==> config.mk <==
export PLATFORM = sky130hd
export DESIGN_NAME = bmm_fifo
export DESIGN_NICKNAME = d
export VERILOG_FILES = /design/src/hw/rtl/bmm_pkg.sv /design/src/hw/rtl/bmm_fifo.sv
export SDC_FILE = /design/constraint.sdc
export NUM_CORES = 1
export LEC_CHECK = 0
export BUFFER_PORTS_ARGS = -buffer_cell sky130_fd_sc_hd__buf_2
export CAP_MARGIN = 30
export CORE_MARGIN = 2
export CORE_UTILIZATION = 40
export DETAILED_ROUTE_END_ITERATION = 16
export SYNTH_ARGS = -nofsm -noshare
export SYNTH_HDL_FRONTEND = slang
export SYNTH_SLANG_ARGS = --single-unit
==> constraint.sdc <==
create_clock -name clk -period 2.6 [get_ports clk]
set_input_delay 0.39 -clock clk [delete_from_list [all_inputs] [get_ports clk]]
set_output_delay 0.39 -clock clk [all_outputs]
set_load 0.03 [all_outputs]
==> src/hw/rtl/bmm_pkg.sv <==
package bmm_pkg;

	// Matrix dimension and the index widths that follow from it.
	localparam int DIM   = 16;
	localparam int IDX_W = $clog2(DIM);
	localparam int ADDR_W = 2 * IDX_W;
	localparam int MEM_DEPTH = 1 << ADDR_W;

	// Request and result field widths.
	localparam int KIND_W    = 2;
	localparam int COORD_W   = 4;
	localparam int VALUE_W   = 8;
	localparam int PRODUCT_W = 20;

	// A single byte product and the running sum over DIM of them.
	localparam int MUL_W = 2 * VALUE_W;
	localparam int ACC_W = MUL_W + IDX_W + 1;

	// Depth of the command queue between front and back.
	localparam int FIFO_DEPTH = 4;
	localparam int FIFO_PTR_W = $clog2(FIFO_DEPTH);
	localparam int FIFO_CNT_W = $clog2(FIFO_DEPTH + 1);

	// Request kind codes.
	localparam logic [KIND_W-1:0] KIND_WR_A  = 2'd0;
	localparam logic [KIND_W-1:0] KIND_WR_B  = 2'd1;
	localparam logic [KIND_W-1:0] KIND_QUERY = 2'd2;

	// Commands handed from the front to the back.
	typedef enum logic [1:0] {
		OP_WR_A,
		OP_WR_B,
		OP_QUERY,
		OP_ZERO
	} op_t;

	typedef struct packed {
		op_t                       op;
		logic [IDX_W-1:0]          row;
		logic [IDX_W-1:0]          col;
		logic signed [VALUE_W-1:0] value;
	} cmd_t;

	typedef struct packed {
		logic full;
		logic empty;
	} fifo_stat_t;

endpackage

==> src/hw/rtl/bmm_fifo.sv <==
module bmm_fifo (
	input  logic                 clk,
	input  logic                 arst_n,
	input  logic                 push,
	input  bmm_pkg::cmd_t        push_data,
	input  logic                 pop,
	output bmm_pkg::cmd_t        pop_data,
	output bmm_pkg::fifo_stat_t  stat
);
	import bmm_pkg::*;

	cmd_t                  slot_q [FIFO_DEPTH];
	logic [FIFO_PTR_W-1:0] wr_ptr_q;
	logic [FIFO_PTR_W-1:0] rd_ptr_q;
	logic [FIFO_CNT_W-1:0] count_q;

	assign stat.full  = (count_q == FIFO_CNT_W'(FIFO_DEPTH));
	assign stat.empty = (count_q == '0);
	assign pop_data   = slot_q[rd_ptr_q];

	always_ff @(posedge clk or negedge arst_n) begin
		if (!arst_n) begin
			wr_ptr_q <= '0;
			rd_ptr_q <= '0;
			count_q  <= '0;
		end else begin
			if (push) begin
				wr_ptr_q <= (wr_ptr_q == FIFO_PTR_W'(FIFO_DEPTH - 1)) ? '0 : wr_ptr_q + 1'b1;
			end
			if (pop) begin
				rd_ptr_q <= (rd_ptr_q == FIFO_PTR_W'(FIFO_DEPTH - 1)) ? '0 : rd_ptr_q + 1'b1;
			end
			if (push && !pop) begin
				count_q <= count_q + 1'b1;
			end else if (pop && !push) begin
				count_q <= count_q - 1'b1;
			end
		end
	end

	always_ff @(posedge clk) begin
		if (push) begin
			slot_q[wr_ptr_q] <= push_data;
		end
	end

endmodule

==> results.json <==
{
  "path_buf_inv": 2,
  "slew_headroom_pct": 76.1,
  "ys_types": 19,
  "grt_max_degree": 19,
  "tns_ns": 0,
  "netlist_instances": 131,
  "final_area_sq_mm": 0.00354,
  "cp_data_arrival_time_ns": 1.88,
  "die_y_um": 90.8,
  "htreeDepth": 3,
  "die_area_sq_mm": 0.00824,
  "path_cells": "buf_4 -> mux4_2 -> buf_2",
  "wl_mm": 5.10,
  "drv_slew": 0,
  "placed_area_sq_mm": 0.00335,
  "fp.dieW_um": 90.8,
  "syn_nets": 160,
  "dr_total_vias": 1413,
  "n_antenna_cell": 0,
  "postCtsSetupBuffers": 0,
  "period_share_pct": 87.1,
  "syn_avg_cell_area_sq_um": 23.0,
  "synthToLayoutAreaGrowth_pct": 17.6,
  "synth_area_leaders": "edfxtp_1 72%, mux4_2 13%, dfrtp_1 5.8%",
  "critical-path-top-delay-family": "buffers and inverters",
  "drc": 0,
  "final-hold-violation-count": 0,
  "clock_latency_ns": 0.35,
  "finalSetupViolCount": 0,
  "cp_slowest_stage_delay_ns": 0.56,
  "dr.pass1.iters": 4,
  "io_pins": 42,
  "cts-resized-gates": 0,
  "std_cell_rows": 31,
  "grt_pass1_wl_mm": 8.02,
  "ys_ff_latch": 79,
  "io_buffers": 41,
  "async_flop_share_pct": 8.86,
  "grt_overflow_total": 0,
  "fin_crit_ns": 2.27,
  "ys_seq_area_share_pct": 77.6,
  "leakage_uw": 0.00126,
  "ir_drop_uv": 420,
  "post_drt_wl_per_cell_um": 17.6,
  "crit_start": "rd_ptr_q[0]$_DFFE_PN0P_",
  "synth_edf_count": 72,
  "fin_nets": 215,
  "cts.sinks": 79,
  "floorplan.initialDensity_pct": 41.5,
  "yosys-top-cells-count": "72 x edfxtp_1, 18 x mux4_2, 7 x dfrtp_1, 6 x ha_1",
  "rr_startpoint": "wr_ptr_q[0]$_DFFE_PN0P_",
  "powerDensity_mw_per_mm2": 1100,
  "synth_ff_type": "edfxtp_1",
  "cts.clk_slew.worst_paths_ns": 0.09,
  "core-area_sq_mm": 0.00725,
  "status": "finished clean",
  "vias_per_cell": 4.87,
  "critPathCaptureType": "primary output",
  "required_ns": 2.21,
  "crit_path_top_delay_cell": "mux4_2",
  "yosysTopAreaCell": "edfxtp_1",
  "yosysTopAreaCellShare_pct": 71.8,
  "worstSetupPathType": "flop to primary output",
  "syn-cell-area_sq_mm": 0.00301,
  "antenna_found_initial": 0,
  "dp_hpwl_mm": 3.36,
  "place.gp.congestion": 0.685,
  "drt_iter0_markers": 103,
  "cp-start-kind": "flop",
  "cts_buffers": 9,
  "skew_ns": 0.0119,
  "clockBufferDepth": 2,
  "drive_gt1_share_pct": 43.5,
  "grt_usage_pct": 13.2,
  "hold_class": "primary input to flop",
  "yosysWarnings": 0,
  "crit_fanout": 18,
  "synth_most_common_cell": "edfxtp_1",
  "worst_slew_pin_slew_ns": 0.359,
  "cts_root_buffer": "clkbuf_8",
  "fmax_ghz": 0.441,
  "drv_cap": 0,
  "cts_tree": "yes",
  "rsz0062_at_grt": "false",
  "grt_pass1_vias": 1626,
  "worst-r2r-setup-slack_ns": 1.04,
  "ant_nets": 0,
  "min_from": "push_data[8]",
  "cts_hold_buf": 1
}
-- path summary, 6_finish.rpt --
kind	to	depth (start not counted)
worst max-delay path	pop_data[15]	3
worst min-delay path	slot_q[3][8]$_DFFE_PP_	1
max in group asynchronous	rd_ptr_q[1]$_DFFE_PN0P_	2
worst max register to register	slot_q[2][6]$_DFFE_PP_	4
worst min register to register	count_q[2]$_DFFE_PN0P_	1
min in group asynchronous	count_q[1]$_DFFE_PN0P_	2
-- registers in the layout, indices dropped and copies added, names as in the netlist --
name	flops
rd_ptr_q	2
slot_q	72
count_q	3
wr_ptr_q	2
-- metal layers --
layer	share of wire [%]	track usage, %
met1	41	14.8
met2	54	22.9
met3	3.7	3.76
met4	1.7	6.82
met5	0	0
-- final cells by class --
cell class / instances / area, sq um
Fill cell: 599 / 3710
Multi-Input combinational cell: 44 / 624
Tap cell: 99 / 124
Inverter: 4 / 15.0
Timing Repair Buffer: 48 / 260
Clock inverter: 7 / 57.6
Sequential cell: 79 / 2340
Clock buffer: 9 / 124
-- power breakdown --
group | leakage [uW] | switching [uW] | internal (uW)
clock network | 0.0000824 | 461 | 355
logic | 0.000434 | 816 | 514
registers | 0.000745 | 98.2 | 1640
total | 0.00126 | 1380 | 2510
-- placed cells by master, fill, tap and decap left out --
| cell | n |
|---|---|
| edfxtp_1 | 72 |
| buf_2 | 41 |
| mux4_2 | 18 |
| clkbuf_8 | 9 |
| dfrtp_1 | 7 |
| ha_1 | 6 |
| buf_4 | 6 |
| inv_1 | 4 |
| and2_1 | 4 |
| clkinvlp_4 | 3 |
| nor3_1 | 2 |
| mux2_2 | 2 |
| nor2_1 | 2 |
| nand2_1 | 2 |
| o21ai_0 | 2 |
| xor2_1 | 2 |
| inv_6 | 2 |
| clkinv_4 | 2 |
| nor3b_1 | 1 |
| xnor2_1 | 1 |
| a21o_1 | 1 |
| fa_1 | 1 |
| dlygate4sd3_1 | 1 |
-- kinds of logic (layout without fill, tap and decap cells) --
kind of cell / count (synthesis) / in the layout / share of synthesized area (%)
DFF: 79 / 79 / 77.6
muxes: 20 / 20 / 14.2
and+or+nand+nor: 11 / 11 / 1.91
buffers and inverters: 8 / 68 / 1.66
adders and majority gates: 7 / 7 / 3.16
AOI/OAI and AO/OA: 3 / 3 / 0.582
xor gates and xnor gates: 3 / 3 / 0.873
-- per-stage QoR --
step                utilization (%)  hold slack [ns]  instances  power [uW]  setup WS [ns]
floorplan                         -           0.0944        131        2760           1.03
global placement               46.2            0.224        273        3060          0.711
detailed placement             46.2            0.235        273        3130          0.679
CTS                            48.8            0.232        290        3940          0.288
global route                   48.8            0.240        290        4090          0.234
finish                         48.8            0.241        290        3890          0.334
Note: power is estimated with default switching activity, not from simulation.
