## src/hw/rtl/bmm_pkg.sv

```systemverilog
package bmm_pkg;

	// Matrix dimension and the index widths that follow from it.
	localparam int DIM   = 16;
	localparam int IDX_W = $clog2(DIM);
	localparam int ADDR_W = 2 * IDX_W;
	localparam int MEM_DEPTH = 1 << ADDR_W;

	// Request and result field widths.
	localparam int KIND_W    = 2;
	localparam int COORD_W   = 4;
	localparam int VALUE_W   = 8;
	localparam int PRODUCT_W = 20;

	// A single byte product and the running sum over DIM of them.
	localparam int MUL_W = 2 * VALUE_W;
	localparam int ACC_W = MUL_W + IDX_W + 1;

	// Depth of the command queue between front and back.
	localparam int FIFO_DEPTH = 4;
	localparam int FIFO_PTR_W = $clog2(FIFO_DEPTH);
	localparam int FIFO_CNT_W = $clog2(FIFO_DEPTH + 1);

	// Request kind codes.
	localparam logic [KIND_W-1:0] KIND_WR_A  = 2'd0;
	localparam logic [KIND_W-1:0] KIND_WR_B  = 2'd1;
	localparam logic [KIND_W-1:0] KIND_QUERY = 2'd2;

	// Commands handed from the front to the back.
	typedef enum logic [1:0] {
		OP_WR_A,
		OP_WR_B,
		OP_QUERY,
		OP_ZERO
	} op_t;

	typedef struct packed {
		op_t                       op;
		logic [IDX_W-1:0]          row;
		logic [IDX_W-1:0]          col;
		logic signed [VALUE_W-1:0] value;
	} cmd_t;

	typedef struct packed {
		logic full;
		logic empty;
	} fifo_stat_t;

endpackage

```

## src/hw/rtl/bmm_if.sv

```systemverilog


interface bmm_res_if;
	logic                                 valid;
	logic                                 ready;
	logic signed [bmm_pkg::PRODUCT_W-1:0] product;

	modport source (output valid, output product, input ready);
	modport sink (input valid, input product, output ready);
endinterface

```

## src/hw/rtl/bmm_back.sv

```systemverilog
module bmm_back (
	input  logic                 clk,
	input  logic                 arst_n,
	input  bmm_pkg::cmd_t        head,
	input  bmm_pkg::fifo_stat_t  stat,
	output logic                 pop,
	bmm_res_if.source            result
);
	import bmm_pkg::*;

	typedef enum logic [1:0] {
		ST_IDLE,
		ST_ISSUE,
		ST_DRAIN
	} state_t;

	localparam logic [IDX_W-1:0] LAST_K = IDX_W'(DIM - 1);
	localparam logic signed [ACC_W-1:0] SAT_HI = ACC_W'((2 ** (PRODUCT_W - 1)) - 1);
	localparam logic signed [ACC_W-1:0] SAT_LO = -SAT_HI - ACC_W'(1);

	state_t                      state_q;
	logic [IDX_W-1:0]            cnt_q;
	logic [IDX_W-1:0]            row_q;
	logic [IDX_W-1:0]            col_q;
	logic                        out_valid_q;
	logic signed [PRODUCT_W-1:0] out_product_q;

	logic signed [VALUE_W-1:0]   mat_a_q [MEM_DEPTH];
	logic signed [VALUE_W-1:0]   mat_b_q [MEM_DEPTH];

	logic signed [VALUE_W-1:0]   rd_a_s1;
	logic signed [VALUE_W-1:0]   rd_b_s1;
	logic                        valid_s1;
	logic                        first_s1;
	logic                        last_s1;
	logic signed [MUL_W-1:0]     prod_s2;
	logic                        valid_s2;
	logic                        first_s2;
	logic                        last_s2;
	logic signed [ACC_W-1:0]     acc_q;

	logic                        wr_a;
	logic                        wr_b;
	logic                        start;
	logic                        zero;
	logic                        issue;
	logic                        last_k;
	logic                        res_load;
	logic [ADDR_W-1:0]           wr_addr;
	logic [ADDR_W-1:0]           rd_addr_a;
	logic [ADDR_W-1:0]           rd_addr_b;
	logic signed [ACC_W-1:0]     prod_ext;
	logic signed [ACC_W-1:0]     acc_next;
	logic signed [PRODUCT_W-1:0] sat_sum;

	// Writes retire at once while idle; a query or a zero answer waits until the result register is free.
	always_comb begin
		pop = 1'b0;
		wr_a = 1'b0;
		wr_b = 1'b0;
		start = 1'b0;
		zero = 1'b0;
		if (state_q == ST_IDLE && !stat.empty) begin
			unique case (head.op)
				OP_WR_A: begin
					pop = 1'b1;
					wr_a = 1'b1;
				end
				OP_WR_B: begin
					pop = 1'b1;
					wr_b = 1'b1;
				end
				OP_QUERY: begin
					pop = !out_valid_q;
					start = !out_valid_q;
				end
				OP_ZERO: begin
					pop = !out_valid_q;
					zero = !out_valid_q;
				end
				default: begin
					pop = 1'b0;
				end
			endcase
		end
	end

	assign issue = (state_q == ST_ISSUE);
	assign last_k = (cnt_q == LAST_K);
	assign wr_addr = {head.row, head.col};
	assign rd_addr_a = {row_q, cnt_q};
	assign rd_addr_b = {cnt_q, col_q};

	// The result register is loaded by a zero answer or by the last accumulation.
	assign res_load = zero || (state_q == ST_DRAIN && valid_s2 && last_s2);

	assign prod_ext = {{(ACC_W - MUL_W){prod_s2[MUL_W-1]}}, prod_s2};
	assign acc_next = (first_s2 ? '0 : acc_q) + prod_ext;

	always_comb begin
		if (acc_next > SAT_HI) begin
			sat_sum = SAT_HI[PRODUCT_W-1:0];
		end else if (acc_next < SAT_LO) begin
			sat_sum = SAT_LO[PRODUCT_W-1:0];
		end else begin
			sat_sum = acc_next[PRODUCT_W-1:0];
		end
	end

	always_ff @(posedge clk or negedge arst_n) begin
		if (!arst_n) begin
			state_q <= ST_IDLE;
			cnt_q <= '0;
			row_q <= '0;
			col_q <= '0;
			out_valid_q <= 1'b0;
			out_product_q <= '0;
		end else begin
			if (res_load) begin
				out_valid_q <= 1'b1;
			end else if (result.ready) begin
				out_valid_q <= 1'b0;
			end
			unique case (state_q)
				ST_IDLE: begin
					if (start) begin
						row_q <= head.row;
						col_q <= head.col;
						cnt_q <= '0;
						state_q <= ST_ISSUE;
					end else if (zero) begin
						out_product_q <= '0;
					end
				end
				ST_ISSUE: begin
					cnt_q <= cnt_q + 1'b1;
					if (last_k) begin
						state_q <= ST_DRAIN;
					end
				end
				ST_DRAIN: begin
					if (valid_s2 && last_s2) begin
						out_product_q <= sat_sum;
						state_q <= ST_IDLE;
					end
				end
				default: begin
					state_q <= ST_IDLE;
				end
			endcase
		end
	end

	always_ff @(posedge clk or negedge arst_n) begin
		if (!arst_n) begin
			valid_s1 <= 1'b0;
			first_s1 <= 1'b0;
			last_s1 <= 1'b0;
			valid_s2 <= 1'b0;
			first_s2 <= 1'b0;
			last_s2 <= 1'b0;
		end else begin
			valid_s1 <= issue;
			first_s1 <= issue && (cnt_q == '0);
			last_s1 <= issue && last_k;
			valid_s2 <= valid_s1;
			first_s2 <= first_s1;
			last_s2 <= last_s1;
		end
	end

	always_ff @(posedge clk) begin
		if (wr_a) begin
			mat_a_q[wr_addr] <= head.value;
		end
		if (wr_b) begin
			mat_b_q[wr_addr] <= head.value;
		end
		rd_a_s1 <= mat_a_q[rd_addr_a];
		rd_b_s1 <= mat_b_q[rd_addr_b];
		prod_s2 <= rd_a_s1 * rd_b_s1;
		if (valid_s2) begin
			acc_q <= acc_next;
		end
	end

	assign result.valid = out_valid_q;
	assign result.product = out_product_q;

endmodule

```

## src/flat_wrapper.sv

```systemverilog
// flat-port wrapper written by rule: the top's interface ports become plain ports
module bmm_back_flat import bmm_pkg::*;
  (clk, arst_n, head, stat, pop, result_valid, result_product, result_ready);
  bmm_res_if result_i ();
  input  logic clk;
  input  logic arst_n;
  input  bmm_pkg::cmd_t head;
  input  bmm_pkg::fifo_stat_t stat;
  output logic pop;
  output wire logic [$bits(result_i.valid)-1:0] result_valid;
  output wire logic [$bits(result_i.product)-1:0] result_product;
  input wire logic [$bits(result_i.ready)-1:0] result_ready;
  assign result_valid = result_i.valid;
  assign result_product = result_i.product;
  assign result_i.ready = result_ready;
  bmm_back u_core (.clk(clk), .arst_n(arst_n), .head(head), .stat(stat), .pop(pop), .result(result_i));
endmodule
```

## config.mk

```make
export PLATFORM = sky130hd
export DESIGN_NAME = bmm_back_flat
export DESIGN_NICKNAME = d
export VERILOG_FILES = /design/src/hw/rtl/bmm_pkg.sv /design/src/hw/rtl/bmm_if.sv /design/src/hw/rtl/bmm_back.sv /design/src/flat_wrapper.sv
export SDC_FILE = /design/constraint.sdc
export NUM_CORES = 2
export LEC_CHECK = 0
export ABC_CLOCK_PERIOD_IN_PS = 6200
export BUFFER_PORTS_ARGS = -buffer_cell sky130_fd_sc_hd__buf_2
export CAP_MARGIN = 20
export CORE_MARGIN = 2
export CORE_UTILIZATION = 40
export CTS_BUF_LIST = sky130_fd_sc_hd__clkbuf_4 sky130_fd_sc_hd__clkbuf_8
export DETAILED_ROUTE_END_ITERATION = 8
export SYNTH_ARGS = -nofsm -noshare
export SYNTH_HDL_FRONTEND = slang
export SYNTH_SLANG_ARGS = --single-unit
```

## constraint.sdc

```tcl
create_clock -name clk -period 6.2 [get_ports clk]
set_clock_uncertainty 0.2 [all_clocks]
set_input_delay 0.93 -clock clk [delete_from_list [all_inputs] [get_ports clk]]
set_output_delay 0.93 -clock clk [all_outputs]
set_load 0.05 [all_outputs]
```

==> qor.yml <==
fin_area_sq_mm: 0.185
area_delta_synth_final_pct: 12.2
dieArea_sq_mm: 0.417
vias: 78000
synth_nets: 7444
port_buffers: 43
post_synth_num_cell_types: 69
hold_viol_final: 0
critPathKind: "reg2reg"
gr-usage-all-layers: 0.192
post_drt_wl_per_cell_um: 29.6
dpl_cell_area_sq_mm: 0.172
slew_viol_final: 0
postRouteAntennaNets: 0
rsz0062_at_grt: "false"
cp_slowest_cell: "fa_1"
core_area_sq_mm: 0.410
synth_area_per_cell_sq_um: 22.5
clk_latency_ps: 1080
crit_required_ps: 6950
routed_wl_um: 407000
syn_inst: 7314
slowest_delay_ps: 540
fmax_ghz: 0.209
viasPerCell: 5.66
critical_path_buf_inv_count: 4
drv_cap: 0
ys_async_sr_fraction: 0.00979
crit_arrival_ps: 5550
antenna_found_initial: 25
power_leakage_nw: 56.9
grt_pass1_wl_um: 582000
grt.overflow.total: 0
rows: 235
synth-seq-area-share: 0.761
slew_headroom: 0.0874
finalSetupViolCount: 0
grt_pass1_vias: 80000
postCtsHoldBufs: 2
synth_enable_flop_cells: 4117
fin_nets: 7964
cts_tree: "done"
ys_ff_latch: 4190
routabilityCongestion: 0.811
fillers: 34100
clkSinkCount: 4190
fin_crit_ps: 4790
worstPathCellList: "and2_1 -> fa_1 -> inv_1 -> fa_1 -> inv_1 -> fa_1 -> inv_1 -> fa_1 -> inv_1 -> ha_1 -> o21ai_0 -> a21boi_0 -> o21ai_0 -> a21oi_1 -> o21ai_0 -> nand2_1 -> o311ai_0"
ir_drop_uv: 995
hold_path_class: "in2async"
post-route-period-util: 0.773
post-cts-setup-buffer-count: 0
crit_path_end_kind: "flop"
drc: 0
syn-cell-area_sq_mm: 0.165
mostFrequentLayoutCell: "edfxtp_1"
grt_max_degree: 202
numCtsBuffers: 643
setup_ws_ps: 1410
cts_resized: 0
synth-main-ff-cell: "edfxtp_1"
root_buffer: "clkbuf_8"
cp_max_fo: 8
place_hpwl_um: 238000
setup-tns-final_ps: 0
synth_warnings: 0
final_cell_mix: "edfxtp_1, mux4_2, clkbuf_8, nor2_1, clkbuf_4"
status: "complete, no violations"
htreeDepth: 6
utilization: 0.451
critPathTopFamily: "adder cells"
cp-start-kind: "flop"
path_clk_slew_ps: 60
drtIter0Drc: 8827
io_pins: 45
worstMarginPinSlew_ps: 1370
die_x_um: 646
p_per_area_mw_per_mm2: 448
initial_core_util: 0.402
max-clock-path-buffers: 4
drive_above_1_share: 0.313
pre_cts_ws_ps: 1170
drt-pass1-iter-count: 5
die_h_um: 646
==> layout make-up <==
class	count	area (sq um)	area share
Inverter	102	384	0.00208
Antenna cell	10	25.0	0.000135
Timing Repair Buffer	294	2910	0.0157
Clock inverter	241	1370	0.00740
Multi-Input combinational cell	2603	37100	0.201
Tap cell	5451	6820	0.0369
Sequential cell	4190	125000	0.678
Clock buffer	886	10800	0.0585
==> power by group <==
group	total, mW	switching (mW)	leakage, nW	internal, mW
clock network	22.2	10.6	6.46	11.6
registers	32.5	0.852	37.8	31.6
logic	28.1	15.2	12.6	12.9
==> cell usage after synthesis (all sizes together), types with 5 or more instances <==
master | instances | share of area
dfrtp | 41 | 0.0062
nand2b | 9 | 0.00034
nor3 | 11 | 0.00033
nor2 | 552 | 0.013
ha | 51 | 0.0039
o211ai | 7 | 0.00032
mux2i | 78 | 0.0047
dfxtp | 32 | 0.0039
clkbuf | 197 | 0.0045
nor2b | 49 | 0.0019
a2111oi | 5 | 0.00027
and2 | 41 | 0.0016
nand4 | 18 | 0.00068
fa | 56 | 0.0068
mux4 | 1274 | 0.17
xor2 | 8 | 0.00043
buf | 222 | 0.0075
nand2 | 107 | 0.0024
o31ai | 6 | 0.00030
a211oi | 22 | 0.0011
mux2 | 10 | 0.00068
o22ai | 18 | 0.00068
inv | 102 | 0.0023
nand3 | 54 | 0.0016
a221o | 20 | 0.0012
a21o | 8 | 0.00036
a21oi | 44 | 0.0013
a311o | 10 | 0.00061
edfxtp | 4117 | 0.75
o221ai | 9 | 0.00048
xnor2 | 23 | 0.0012
o21ai | 41 | 0.0012
a31oi | 17 | 0.00074
==> cells by family (layout without fill, tap and decap cells) <==
family          after synthesis  after routing  share of synthesized area
mux                        1362           1362                      0.180
fa+ha+maj                   107            107                     0.0107
compound gates              242            242                     0.0104
simple gates                861            861                     0.0224
flops                      4190           4190                      0.761
buf+inv                     521           1523                     0.0143
other cells                   0             10                          0
xor+xnor                     31             31                    0.00165
==> sequential cells by signal, indices dropped and copies added, names as in the netlist <==
| register | cells |
|---|---|
| u_core.last_s2 | 1 |
| u_core.mat_b_q | 2048 |
| u_core.first_s1 | 1 |
| u_core.mat_a_q | 2048 |
| u_core.valid_s2 | 1 |
| u_core.row_q | 4 |
| u_core.rd_b_s1 | 8 |
| u_core.last_s1 | 1 |
| u_core.rd_a_s1 | 8 |
| u_core.acc_q | 21 |
| u_core.result.product | 20 |
| u_core.first_s2 | 1 |
| u_core.col_q | 4 |
| u_core.valid_s1 | 1 |
| u_core.cnt_q | 4 |
| u_core.prod_s2 | 16 |
| u_core.result.valid | 1 |
| u_core.state_q | 2 |
==> layer usage <==
metal | vias up | GRT usage | part of all wire
li1 | 31800 | - | -
met1 | 42200 | 0.266 | 0.41
met2 | 3305 | 0.318 | 0.50
met3 | 589 | 0.0342 | 0.075
met4 | 2 | 0.0489 | 0.023
met5 | - | 0 | 0.000017
==> path summary, 6_finish.rpt <==
path	end	depth (start not counted)	start	slack [ps]
worst min-delay path	u_core.result.valid$_DFFE_PN0P_	2	arst_n	40
max in group asynchronous	u_core.row_q[0]$_DFFE_PN0P_	3	arst_n	5230
worst max register to register	u_core.prod_s2[14]$_DFF_P_	17	u_core.rd_b_s1[2]$_DFF_P_	1410
worst max-delay path	u_core.prod_s2[14]$_DFF_P_	17	u_core.rd_b_s1[2]$_DFF_P_	1410
min in group clk	u_core.mat_b_q[14][7]$_DFFE_PP_	1	head[7]	120
worst min register to register	u_core.valid_s2$_DFF_PN0_	0	u_core.valid_s1$_DFF_PN0_	150
==> through the flow <==
step	power, mW	hold WS [ps]	std cells
6_report	82.8	44.5	13800
5_1_grt	86.5	9.87	13800
4_1_cts	83.7	3.05	13800
3_5_place_dp	61.6	142	12600
3_3_place_gp	61.6	137	12600
2_1_floorplan	52.2	131	7314
(Power assumes the default switching activity.)
